`src/mrtu_pkg.sv`:
```
// Shared constants and the CRC-16/MODBUS byte update for the Modbus RTU master framer.
// No dependencies; the framer and the checker refer to this package by scoped names.
`default_nettype none

package mrtu_pkg;

   // Function codes and exception flag
   localparam logic [7:0] CODE_READ  = 8'd4;
   localparam logic [7:0] CODE_WRITE = 8'd6;
   localparam logic [7:0] EXC_FLAG   = 8'h80;

   // Receive position limits
   localparam logic [8:0] POS_MAX     = 9'd511;
   localparam logic [8:0] HDR_TRAILER = 9'd5;

   // Request frame: six header bytes, then two CRC bytes
   localparam logic [2:0] TX_HDR_LAST = 3'd5;
   localparam logic [2:0] TX_CRC_LO   = 3'd6;
   localparam logic [2:0] TX_CRC_HI   = 3'd7;

   // CRC-16/MODBUS
   localparam logic [15:0] CRC_INIT = 16'hFFFF;
   localparam logic [15:0] CRC_POLY = 16'hA001;

   // Result kinds
   localparam logic [1:0] KIND_TX     = 2'd0;
   localparam logic [1:0] KIND_WORD   = 2'd1;
   localparam logic [1:0] KIND_STATUS = 2'd2;

   // Status codes
   localparam logic [2:0] ST_OK         = 3'd0;
   localparam logic [2:0] ST_BAD_ADDR   = 3'd1;
   localparam logic [2:0] ST_EXCEPTION  = 3'd2;
   localparam logic [2:0] ST_BAD_CODE   = 3'd3;
   localparam logic [2:0] ST_INCOMPLETE = 3'd4;
   localparam logic [2:0] ST_CRC_ERR    = 3'd5;

   // One byte through the reflected CRC: eight shift/xor steps
   function automatic logic [15:0] crc_byte(input logic [15:0] crc, input logic [7:0] b);
      logic [15:0] c;
      c = crc ^ {8'h00, b};
      for (int i = 0; i < 8; i++) begin
         if (c[0]) begin
            c = (c >> 1) ^ CRC_POLY;
         end else begin
            c = c >> 1;
         end
      end
      return c;
   endfunction

endpackage

`default_nettype wire

```
`src/mrtu_if.sv`:
```
// Valid/ready channel interfaces for the request and result items of the framer.
// Depends on nothing; widths follow the item fields.
`default_nettype none

interface mrtu_req_if;
   logic        valid;
   logic        ready;
   logic        op;
   logic        request_kind;
   logic [7:0]  device_address;
   logic [15:0] register_address;
   logic [15:0] count_or_value;
   logic [7:0]  rx_byte;
   logic        rx_last;

   modport source (output valid, op, request_kind, device_address, register_address,
                   count_or_value, rx_byte, rx_last, input ready);
   modport sink   (input valid, op, request_kind, device_address, register_address,
                   count_or_value, rx_byte, rx_last, output ready);
endinterface

interface mrtu_rsp_if;
   logic        valid;
   logic        ready;
   logic [1:0]  kind;
   logic [7:0]  tx_byte;
   logic [15:0] payload_word;
   logic [2:0]  status;
   logic [7:0]  exception_code;
   logic        last;

   modport source (output valid, kind, tx_byte, payload_word, status, exception_code,
                   last, input ready);
   modport sink   (input valid, kind, tx_byte, payload_word, status, exception_code,
                   last, output ready);
endinterface

`default_nettype wire

```
`src/modbus_rtu_master_framer.sv`:
```
// Modbus RTU master framer: request frame builder and response checker.
// Depends on mrtu_pkg and the channel interfaces in mrtu_if.sv.
//
// Usage:
//   req_if carries one item per handshake: op 0 issues a request frame
//   (read input registers or write single register), op 1 delivers one
//   received response byte, rx_last marking the frame's final byte.
//   rsp_if carries the results: transmit bytes (kind 0), provisional payload
//   words (kind 1) and one final status per response frame (kind 2).
// Latency: an item's first result appears the cycle after it is accepted.
// Results: a response byte yields at most a payload word and its status;
//   a request yields its eight frame bytes, held one at a time in the
//   single-result output register. The request CRC is built one byte per
//   emitted header byte.
// A new item is accepted in the same cycle the last pending result is taken,
//   so unstalled response bytes run at one per cycle within a frame.
// Stall: when rsp_if.ready is low the pending result holds and req_if.ready
//   drops until it is taken; no state is lost.
// Reset (synchronous): clears the output buffer, forgets the expected
//   address and code, and returns the receive state to its initial values.
`default_nettype none

module modbus_rtu_master_framer (
   input  wire logic   clock,
   input  wire logic   reset,
   mrtu_req_if.sink    req_if,
   mrtu_rsp_if.source  rsp_if
);

   // Request/receive state
   logic [7:0]  exp_addr_ff, exp_addr_in;
   logic        known_ff, known_in;
   logic [7:0]  exp_code_ff, exp_code_in;
   logic [8:0]  pos_ff, pos_in;
   logic [15:0] crc_ff, crc_in;
   logic [2:0]  err_ff, err_in;
   logic [7:0]  decl_ff, decl_in;
   logic [7:0]  held0_ff, held0_in;
   logic [7:0]  held1_ff, held1_in;
   logic [7:0]  held2_ff, held2_in;

   // Output buffer
   logic        tx_busy_ff, tx_busy_in;
   logic [2:0]  tx_idx_ff, tx_idx_in;
   logic [47:0] frame_ff, frame_in;
   logic [15:0] tx_crc_ff, tx_crc_in;
   logic        word_vld_ff, word_vld_in;
   logic [15:0] word_ff, word_in;
   logic        stat_vld_ff, stat_vld_in;
   logic [2:0]  status_ff, status_in;
   logic [7:0]  exc_ff, exc_in;

   logic busy;
   logic final_res;
   logic rsp_take;
   logic accept;
   logic is_req;
   logic is_rx;

   // Receive byte decode
   logic        is_read;
   logic [8:0]  start_pos;
   logic [8:0]  q_pos;
   logic [2:0]  rx_err;
   logic [7:0]  rx_decl;
   logic [15:0] rx_crc;
   logic        word_emit;
   logic [2:0]  rx_status;
   logic [7:0]  rx_exc;

   // Handshake
   assign busy      = tx_busy_ff | word_vld_ff | stat_vld_ff;
   assign final_res = tx_busy_ff ? (tx_idx_ff == mrtu_pkg::TX_CRC_HI)
                                 : (word_vld_ff ^ stat_vld_ff);
   assign rsp_take  = busy && rsp_if.ready;
   assign req_if.ready = !busy || (rsp_if.ready && final_res);
   assign accept    = req_if.valid && req_if.ready;
   assign is_req    = accept && !req_if.op;
   assign is_rx     = accept && req_if.op;

   // Response byte checks, CRC and payload pairing
   always_comb begin
      is_read   = (exp_code_ff == mrtu_pkg::CODE_READ);
      start_pos = is_read ? 9'd3 : 9'd2;
      q_pos     = pos_ff - 9'd2;

      rx_err = err_ff;
      if (pos_ff == 9'd0) begin
         if (!known_ff || req_if.rx_byte != exp_addr_ff) begin
            rx_err = mrtu_pkg::ST_BAD_ADDR;
         end
      end else if (pos_ff == 9'd1) begin
         if (err_ff == mrtu_pkg::ST_OK && req_if.rx_byte != exp_code_ff) begin
            rx_err = (req_if.rx_byte >= mrtu_pkg::EXC_FLAG) ? mrtu_pkg::ST_EXCEPTION
                                                            : mrtu_pkg::ST_BAD_CODE;
         end
      end

      rx_decl = (pos_ff == 9'd2) ? req_if.rx_byte : decl_ff;

      // byte pos-2 is now known not to be a CRC byte
      rx_crc    = crc_ff;
      word_emit = 1'b0;
      if (pos_ff >= 9'd2) begin
         rx_crc    = mrtu_pkg::crc_byte(crc_ff, held1_ff);
         word_emit = (pos_ff < mrtu_pkg::POS_MAX) && (rx_err == mrtu_pkg::ST_OK) &&
                     (q_pos > start_pos) && (q_pos[0] != start_pos[0]);
      end

      // Final status, in check order
      rx_exc = 8'h00;
      if (pos_ff < 9'd3) begin
         rx_status = mrtu_pkg::ST_INCOMPLETE;
      end else if (rx_err != mrtu_pkg::ST_OK) begin
         rx_status = rx_err;
         if (rx_err == mrtu_pkg::ST_EXCEPTION) begin
            rx_exc = rx_decl;
         end
      end else if (is_read &&
                   ({1'b0, rx_decl} != pos_ff + 9'd1 - mrtu_pkg::HDR_TRAILER)) begin
         rx_status = mrtu_pkg::ST_INCOMPLETE;
      end else if ({req_if.rx_byte, held2_ff} == rx_crc) begin
         rx_status = mrtu_pkg::ST_OK;
      end else begin
         rx_status = mrtu_pkg::ST_CRC_ERR;
      end
   end

   // Next state of the request/receive registers
   always_comb begin
      exp_addr_in = exp_addr_ff;
      known_in    = known_ff;
      exp_code_in = exp_code_ff;
      pos_in      = pos_ff;
      crc_in      = crc_ff;
      err_in      = err_ff;
      decl_in     = decl_ff;
      held0_in    = held0_ff;
      held1_in    = held1_ff;
      held2_in    = held2_ff;

      if (is_req || (is_rx && req_if.rx_last)) begin
         // a request discards any partial response; a status ends the frame
         pos_in   = 9'd0;
         crc_in   = mrtu_pkg::CRC_INIT;
         err_in   = mrtu_pkg::ST_OK;
         decl_in  = 8'h00;
         held0_in = 8'h00;
         held1_in = 8'h00;
         held2_in = 8'h00;
      end else if (is_rx) begin
         crc_in   = rx_crc;
         err_in   = rx_err;
         decl_in  = rx_decl;
         held0_in = held1_ff;
         held1_in = held2_ff;
         held2_in = req_if.rx_byte;
         if (pos_ff < mrtu_pkg::POS_MAX) begin
            pos_in = pos_ff + 9'd1;
         end
      end

      if (is_req) begin
         exp_addr_in = req_if.device_address;
         exp_code_in = req_if.request_kind ? mrtu_pkg::CODE_WRITE : mrtu_pkg::CODE_READ;
         known_in    = 1'b1;
      end
   end

   // Next state of the output buffer: retire the taken result, then load
   always_comb begin
      tx_busy_in  = tx_busy_ff;
      tx_idx_in   = tx_idx_ff;
      frame_in    = frame_ff;
      tx_crc_in   = tx_crc_ff;
      word_vld_in = word_vld_ff;
      word_in     = word_ff;
      stat_vld_in = stat_vld_ff;
      status_in   = status_ff;
      exc_in      = exc_ff;

      if (rsp_take) begin
         if (tx_busy_ff) begin
            if (tx_idx_ff == mrtu_pkg::TX_CRC_HI) begin
               tx_busy_in = 1'b0;
            end else begin
               tx_idx_in = tx_idx_ff + 3'd1;
            end
            if (tx_idx_ff <= mrtu_pkg::TX_HDR_LAST) begin
               tx_crc_in = mrtu_pkg::crc_byte(tx_crc_ff, frame_ff[47:40]);
               frame_in  = {frame_ff[39:0], 8'h00};
            end
         end else if (word_vld_ff) begin
            word_vld_in = 1'b0;
         end else begin
            stat_vld_in = 1'b0;
         end
      end

      if (is_req) begin
         tx_busy_in = 1'b1;
         tx_idx_in  = 3'd0;
         tx_crc_in  = mrtu_pkg::CRC_INIT;
         frame_in   = {req_if.device_address,
                       (req_if.request_kind ? mrtu_pkg::CODE_WRITE : mrtu_pkg::CODE_READ),
                       req_if.register_address, req_if.count_or_value};
      end else if (is_rx) begin
         word_vld_in = word_emit;
         word_in     = {held0_ff, held1_ff};
         stat_vld_in = req_if.rx_last;
         status_in   = rx_status;
         exc_in      = rx_exc;
      end
   end

   // Control registers
   always_ff @(posedge clock) begin
      if (reset) begin
         exp_addr_ff <= 8'h00;
         known_ff    <= 1'b0;
         exp_code_ff <= 8'h00;
         pos_ff      <= 9'd0;
         crc_ff      <= mrtu_pkg::CRC_INIT;
         err_ff      <= mrtu_pkg::ST_OK;
         decl_ff     <= 8'h00;
         held0_ff    <= 8'h00;
         held1_ff    <= 8'h00;
         held2_ff    <= 8'h00;
         tx_busy_ff  <= 1'b0;
         tx_idx_ff   <= 3'd0;
         word_vld_ff <= 1'b0;
         stat_vld_ff <= 1'b0;
      end else begin
         exp_addr_ff <= exp_addr_in;
         known_ff    <= known_in;
         exp_code_ff <= exp_code_in;
         pos_ff      <= pos_in;
         crc_ff      <= crc_in;
         err_ff      <= err_in;
         decl_ff     <= decl_in;
         held0_ff    <= held0_in;
         held1_ff    <= held1_in;
         held2_ff    <= held2_in;
         tx_busy_ff  <= tx_busy_in;
         tx_idx_ff   <= tx_idx_in;
         word_vld_ff <= word_vld_in;
         stat_vld_ff <= stat_vld_in;
      end
   end

   // Payload registers
   always_ff @(posedge clock) begin
      frame_ff  <= frame_in;
      tx_crc_ff <= tx_crc_in;
      word_ff   <= word_in;
      status_ff <= status_in;
      exc_ff    <= exc_in;
   end

   // Result channel
   always_comb begin
      rsp_if.valid          = busy;
      rsp_if.kind           = mrtu_pkg::KIND_STATUS;
      rsp_if.tx_byte        = 8'h00;
      rsp_if.payload_word   = 16'h0000;
      rsp_if.status         = mrtu_pkg::ST_OK;
      rsp_if.exception_code = 8'h00;
      rsp_if.last           = 1'b0;
      if (tx_busy_ff) begin
         rsp_if.kind = mrtu_pkg::KIND_TX;
         rsp_if.last = (tx_idx_ff == mrtu_pkg::TX_CRC_HI);
         if (tx_idx_ff <= mrtu_pkg::TX_HDR_LAST) begin
            rsp_if.tx_byte = frame_ff[47:40];
         end else if (tx_idx_ff == mrtu_pkg::TX_CRC_LO) begin
            rsp_if.tx_byte = tx_crc_ff[7:0];
         end else begin
            rsp_if.tx_byte = tx_crc_ff[15:8];
         end
      end else if (word_vld_ff) begin
         rsp_if.kind         = mrtu_pkg::KIND_WORD;
         rsp_if.payload_word = word_ff;
      end else if (stat_vld_ff) begin
         rsp_if.status         = status_ff;
         rsp_if.exception_code = exc_ff;
         rsp_if.last           = 1'b1;
      end
   end

endmodule

`default_nettype wire

```
`src/flat_wrapper.sv`:
```
// flat-port wrapper written by rule: the top's interface ports become plain ports
module modbus_rtu_master_framer_flat 
  (clock, reset, req_if_valid, req_if_op, req_if_request_kind, req_if_device_address, req_if_register_address, req_if_count_or_value, req_if_rx_byte, req_if_rx_last, req_if_ready, rsp_if_valid, rsp_if_kind, rsp_if_tx_byte, rsp_if_payload_word, rsp_if_status, rsp_if_exception_code, rsp_if_last, rsp_if_ready);
  mrtu_req_if req_if_i ();
  mrtu_rsp_if rsp_if_i ();
  input  wire logic clock;
  input  wire logic reset;
  input wire logic [$bits(req_if_i.valid)-1:0] req_if_valid;
  input wire logic [$bits(req_if_i.op)-1:0] req_if_op;
  input wire logic [$bits(req_if_i.request_kind)-1:0] req_if_request_kind;
  input wire logic [$bits(req_if_i.device_address)-1:0] req_if_device_address;
  input wire logic [$bits(req_if_i.register_address)-1:0] req_if_register_address;
  input wire logic [$bits(req_if_i.count_or_value)-1:0] req_if_count_or_value;
  input wire logic [$bits(req_if_i.rx_byte)-1:0] req_if_rx_byte;
  input wire logic [$bits(req_if_i.rx_last)-1:0] req_if_rx_last;
  output wire logic [$bits(req_if_i.ready)-1:0] req_if_ready;
  output wire logic [$bits(rsp_if_i.valid)-1:0] rsp_if_valid;
  output wire logic [$bits(rsp_if_i.kind)-1:0] rsp_if_kind;
  output wire logic [$bits(rsp_if_i.tx_byte)-1:0] rsp_if_tx_byte;
  output wire logic [$bits(rsp_if_i.payload_word)-1:0] rsp_if_payload_word;
  output wire logic [$bits(rsp_if_i.status)-1:0] rsp_if_status;
  output wire logic [$bits(rsp_if_i.exception_code)-1:0] rsp_if_exception_code;
  output wire logic [$bits(rsp_if_i.last)-1:0] rsp_if_last;
  input wire logic [$bits(rsp_if_i.ready)-1:0] rsp_if_ready;
  assign req_if_i.valid = req_if_valid;
  assign req_if_i.op = req_if_op;
  assign req_if_i.request_kind = req_if_request_kind;
  assign req_if_i.device_address = req_if_device_address;
  assign req_if_i.register_address = req_if_register_address;
  assign req_if_i.count_or_value = req_if_count_or_value;
  assign req_if_i.rx_byte = req_if_rx_byte;
  assign req_if_i.rx_last = req_if_rx_last;
  assign req_if_ready = req_if_i.ready;
  assign rsp_if_valid = rsp_if_i.valid;
  assign rsp_if_kind = rsp_if_i.kind;
  assign rsp_if_tx_byte = rsp_if_i.tx_byte;
  assign rsp_if_payload_word = rsp_if_i.payload_word;
  assign rsp_if_status = rsp_if_i.status;
  assign rsp_if_exception_code = rsp_if_i.exception_code;
  assign rsp_if_last = rsp_if_i.last;
  assign rsp_if_i.ready = rsp_if_ready;
  modbus_rtu_master_framer u_core (.clock(clock), .reset(reset), .req_if(req_if_i), .rsp_if(rsp_if_i));
endmodule
```
`config.mk`:
```
export PLATFORM = sky130hd
export DESIGN_NAME = modbus_rtu_master_framer_flat
export DESIGN_NICKNAME = d
export VERILOG_FILES = /design/src/mrtu_pkg.sv /design/src/mrtu_if.sv /design/src/modbus_rtu_master_framer.sv /design/src/flat_wrapper.sv
export SDC_FILE = /design/constraint.sdc
export NUM_CORES = 1
export LEC_CHECK = 0
export ABC_AREA = 1
export BUFFER_PORTS_ARGS = -buffer_cell sky130_fd_sc_hd__buf_2
export CORE_MARGIN = 2
export CORE_UTILIZATION = 50
export CTS_BUF_LIST = sky130_fd_sc_hd__clkbuf_16
export DETAILED_ROUTE_END_ITERATION = 16
export PLACE_DENSITY = 0.7
export SETUP_SLACK_MARGIN = 0.05
export SKIP_CTS_REPAIR_TIMING = 1
export SYNTH_ARGS = -nofsm -noshare
export SYNTH_HDL_FRONTEND = slang
export SYNTH_SLANG_ARGS = --single-unit
```
`constraint.sdc`:
```
create_clock -name clock -period 4.54 [get_ports clock]
set_input_delay 0.908 -clock clock [delete_from_list [all_inputs] [get_ports clock]]
set_output_delay 0.908 -clock clock [all_outputs]
set_load 0.01 [all_outputs]
```
==> flow_metrics.py <==
metrics = {
    "outcome": {
        "outcome": "complete, no violations",
    },
    "grt": {
        "antenna_found_initial": 0,
        "gr-usage-all-layers_pct": 23.2,
        "grt_overflow": 0,
        "grt_pass1_vias": 6827,
        "grt_pass1_wl_um": 33500,
        "grt_max_degree": 80,
    },
    "logic_synthesis": {
        "async_flop_share_pct": 0,
        "postSynthAreaPerCell_um2": 7.52,
        "synth.area.top_cells": "edfxtp_1, dfxtp_1, nand2_1",
        "synth_area_leader_cell": "edfxtp_1",
        "synth_seq_cells": 167,
        "synth.distinct_cells": 44,
        "synth_top_area_share_pct": 25.8,
        "synth-edff-count": 75,
        "netlist_area_um2": 8730,
        "yosys_warnings": 0,
        "ys_dominant_reg_cell": "dfxtp_1",
        "yosysMostFrequentCell": "nand2_1",
        "synthesis.nets": 1231,
        "seq_area_frac_synth_pct": 46.9,
        "syn_inst": 1160,
        "synth_commonest_cells": "nand2_1, inv_1, nor2_1",
    },
    "routing": {
        "viasPerCell": 5.15,
        "ant_nets": 0,
        "dr.pass1.iters": 6,
        "wire_per_inst_um": 14.1,
        "drc": 0,
        "via_count": 7603,
        "drt_iter0_drc": 680,
        "routed_wl_um": 20800,
    },
    "floorplan": {
        "initial_core_util_pct": 50.8,
        "pin_count": 95,
        "die_h_um": 136,
        "die_width_um": 136,
        "row_count": 48,
        "die_area_um2": 18500,
        "core_um2": 17200,
    },
    "timing": {
        "setup_tns_ns": 0,
        "fin_worst_skew_ns": 0.0212,
        "final-setup-viol-count": 0,
        "final-max-slew-violation-count": 0,
        "final_hold_viol_count": 0,
        "worst_pin_slew_ns": 0.958,
        "fmaxAchievable_ghz": 0.292,
        "rsz0062_at_grt": "false",
        "relSlewSlack_pct": 34.5,
        "hold_ws_ns": 0.437,
        "fin_crit_ns": 3.42,
        "post-route-period-util_pct": 75.4,
    },
    "worst_hold_path": {
        "hold_start": "u_core.held0_ff[0]$_SDFFE_PP0P_",
        "holdPathStages": 0,
        "hold_path_class": "reg -> reg",
        "holdPathEnd": "u_core.word_ff[8]$_DFFE_PP_",
    },
    "final_layout": {
        "diodes": 0,
        "nets": 1309,
        "fillCellCount": 1589,
        "layoutNonFillerInstCount": 1476,
        "regArea_um2": 4090,
        "multi_input_area_um2": 3970,
        "stdcell_area_um2": 9960,
        "area_growth_pct": 14.1,
        "drive_gt1_share_pct": 14.3,
    },
    "critical_path": {
        "r2r_cells": 15,
        "required_ns": 3.63,
        "worst-setup-path-type": "reg -> out",
        "start_kind": "register",
        "rrSetupSlack_ns": 1.18,
        "crit_path_max_fanout": 17,
        "cp-end-kind": "output port",
        "rr_startpoint": "u_core.word_vld_ff$_SDFF_PP0_",
        "rr_endpoint": "u_core.crc_ff[0]$_SDFFE_PP1P_",
        "arrival_ns": 2.51,
    },
    "clock_tree": {
        "cts_num_sinks": 167,
        "clk_pin_slew_ns": 0.07,
        "cts_tree": "done",
        "cts_made_buffers": 17,
        "root_buffer": "clkbuf_16",
        "htreeDepth": 4,
        "clockBufferDepth": 2,
        "worstSkewPairLatency_ns": 0.44,
    },
    "place": {
        "post_dp_cell_area_um2": 9340,
        "post-place-cells": 1444,
        "io_buffers": 94,
        "hpwl_um": 14600,
        "gp_congestion": 0.879,
    },
    "power_and_ir_drop": {
        "vdd_drop_max_mv": 0.271,
        "power_leakage_nw": 4.65,
        "finalPower_mw": 4.21,
        "p_per_area_nw_per_um2": 422,
    },
    "job": {
        "maxCapViolCount": 0,
    },
}
## final cells by class
| cell class | count | share of cell area [%] |
|---|---|---|
| timing repair buffer | 101 | 5.25 |
| clock inverter | 15 | 2.00 |
| tap | 225 | 2.83 |
| clock buffer | 17 | 4.27 |
| multi-input combinational | 827 | 39.9 |
| sequential | 167 | 41.1 |
| inverter | 124 | 4.69 |
## layer usage
layer / wire length, µm / global-route usage [%] / part of all wire [%]
met1: 10100 / 33.7 / 48
met4: 272 / 5.73 / 1.3
met3: 1290 / 4.25 / 6.2
met5: 0 / 0 / 0
met2: 9140 / 35.9 / 44
## cells in the final DEF (no fill, tap or decap), drive strengths merged
master and instances:
ha 16, xor2 17, nand3 60, nor2 108, o211ai 7, a22oi 2, clkinvlp 2, xnor2 19
or2 4, o2111ai 2, dfxtp 92, mux2 1, o22a 2, buf 101, clkinv 5, inv 130
clkbuf 17, nand4 5, a2111oi 1, edfxtp 75, nand3b 2, bufinv 2, a21oi 80, nand2 430
nor3 3, a211oi 2, o21ai 49, a31oi 9, o22ai 6, o21a 2
## cells by family (layout without fill, tap and decap cells)
| family | after synthesis | count (layout) | synth area share [%] |
|---|---|---|---|
| buffers and inverters | 166 | 257 | 7.70 |
| multiplexers | 1 | 1 | 0.129 |
| AO/OA/AOI/OAI | 162 | 162 | 10.3 |
| AND/OR/NAND/NOR | 612 | 612 | 29.0 |
| XOR/XNOR | 36 | 36 | 3.61 |
| adder cells (fa/ha/maj) | 16 | 16 | 2.29 |
| flip-flops | 167 | 167 | 46.9 |
## registers in the layout (all words and copies together), names as in the netlist, 8 cells and up
signal	flops
u_core.frame_ff	48
u_core.crc_ff	16
u_core.tx_crc_ff	16
u_core.word_ff	16
u_core.pos_ff	9
u_core.decl_ff	8
u_core.exc_ff	8
u_core.exp_addr_ff	8
u_core.held0_ff	8
u_core.held1_ff	8
u_core.held2_ff	8
## how the worst max path moves through the flow
| stage | depth (start not counted) | slack [ns] | endpoint | from |
|---|---|---|---|---|
| final | 5 | 1.12 | rsp_if_tx_byte[3] | u_core.tx_idx_ff[2]$_SDFFE_PP0P_ |
| after global routing | 5 | 0.74 | rsp_if_tx_byte[4] | u_core.tx_idx_ff[2]$_SDFFE_PP0P_ |
| after CTS | 5 | 1.16 | rsp_if_tx_byte[6] | u_core.tx_idx_ff[2]$_SDFFE_PP0P_ |
| after detailed placement | 15 | 1.23 | u_core.crc_ff[14]$_SDFFE_PP1P_ | u_core.word_vld_ff$_SDFF_PP0_ |
| after global placement | 11 | 1.31 | u_core.frame_ff[1]$_SDFFCE_PN0P_ | u_core.word_vld_ff$_SDFF_PP0_ |
| after floorplan | 7 | 1.04 | u_core.frame_ff[0]$_SDFFCE_PN0P_ | rsp_if_ready |
## power breakdown
group / total [mW] / internal, mW / leakage [nW] / switching, mW
sequential: 1.80 / 1.72 / 1.47 / 0.0783
combinational: 0.902 / 0.318 / 2.89 / 0.584
clock: 1.51 / 0.844 / 0.300 / 0.664
total: 4.21 / 2.88 / 4.65 / 1.33
## metrics by stage
stage	util (%)	worst slack, ns
3_5_place_dp	54.4	1.23
4_1_cts	58.0	1.16
6_report	58.0	1.12
5_1_grt	58.0	0.737
2_1_floorplan	-	1.04
3_3_place_gp	54.4	1.31
## critical path, cell delays in order (launching register included)
cell     delay (ns)
dfxtp_1        0.60
o21ai_0        0.15
nor2_1         0.76
o21ai_0        0.17
a31oi_1        0.23
buf_2          0.17
No activity file was read; power rests on OpenSTA's default activity.
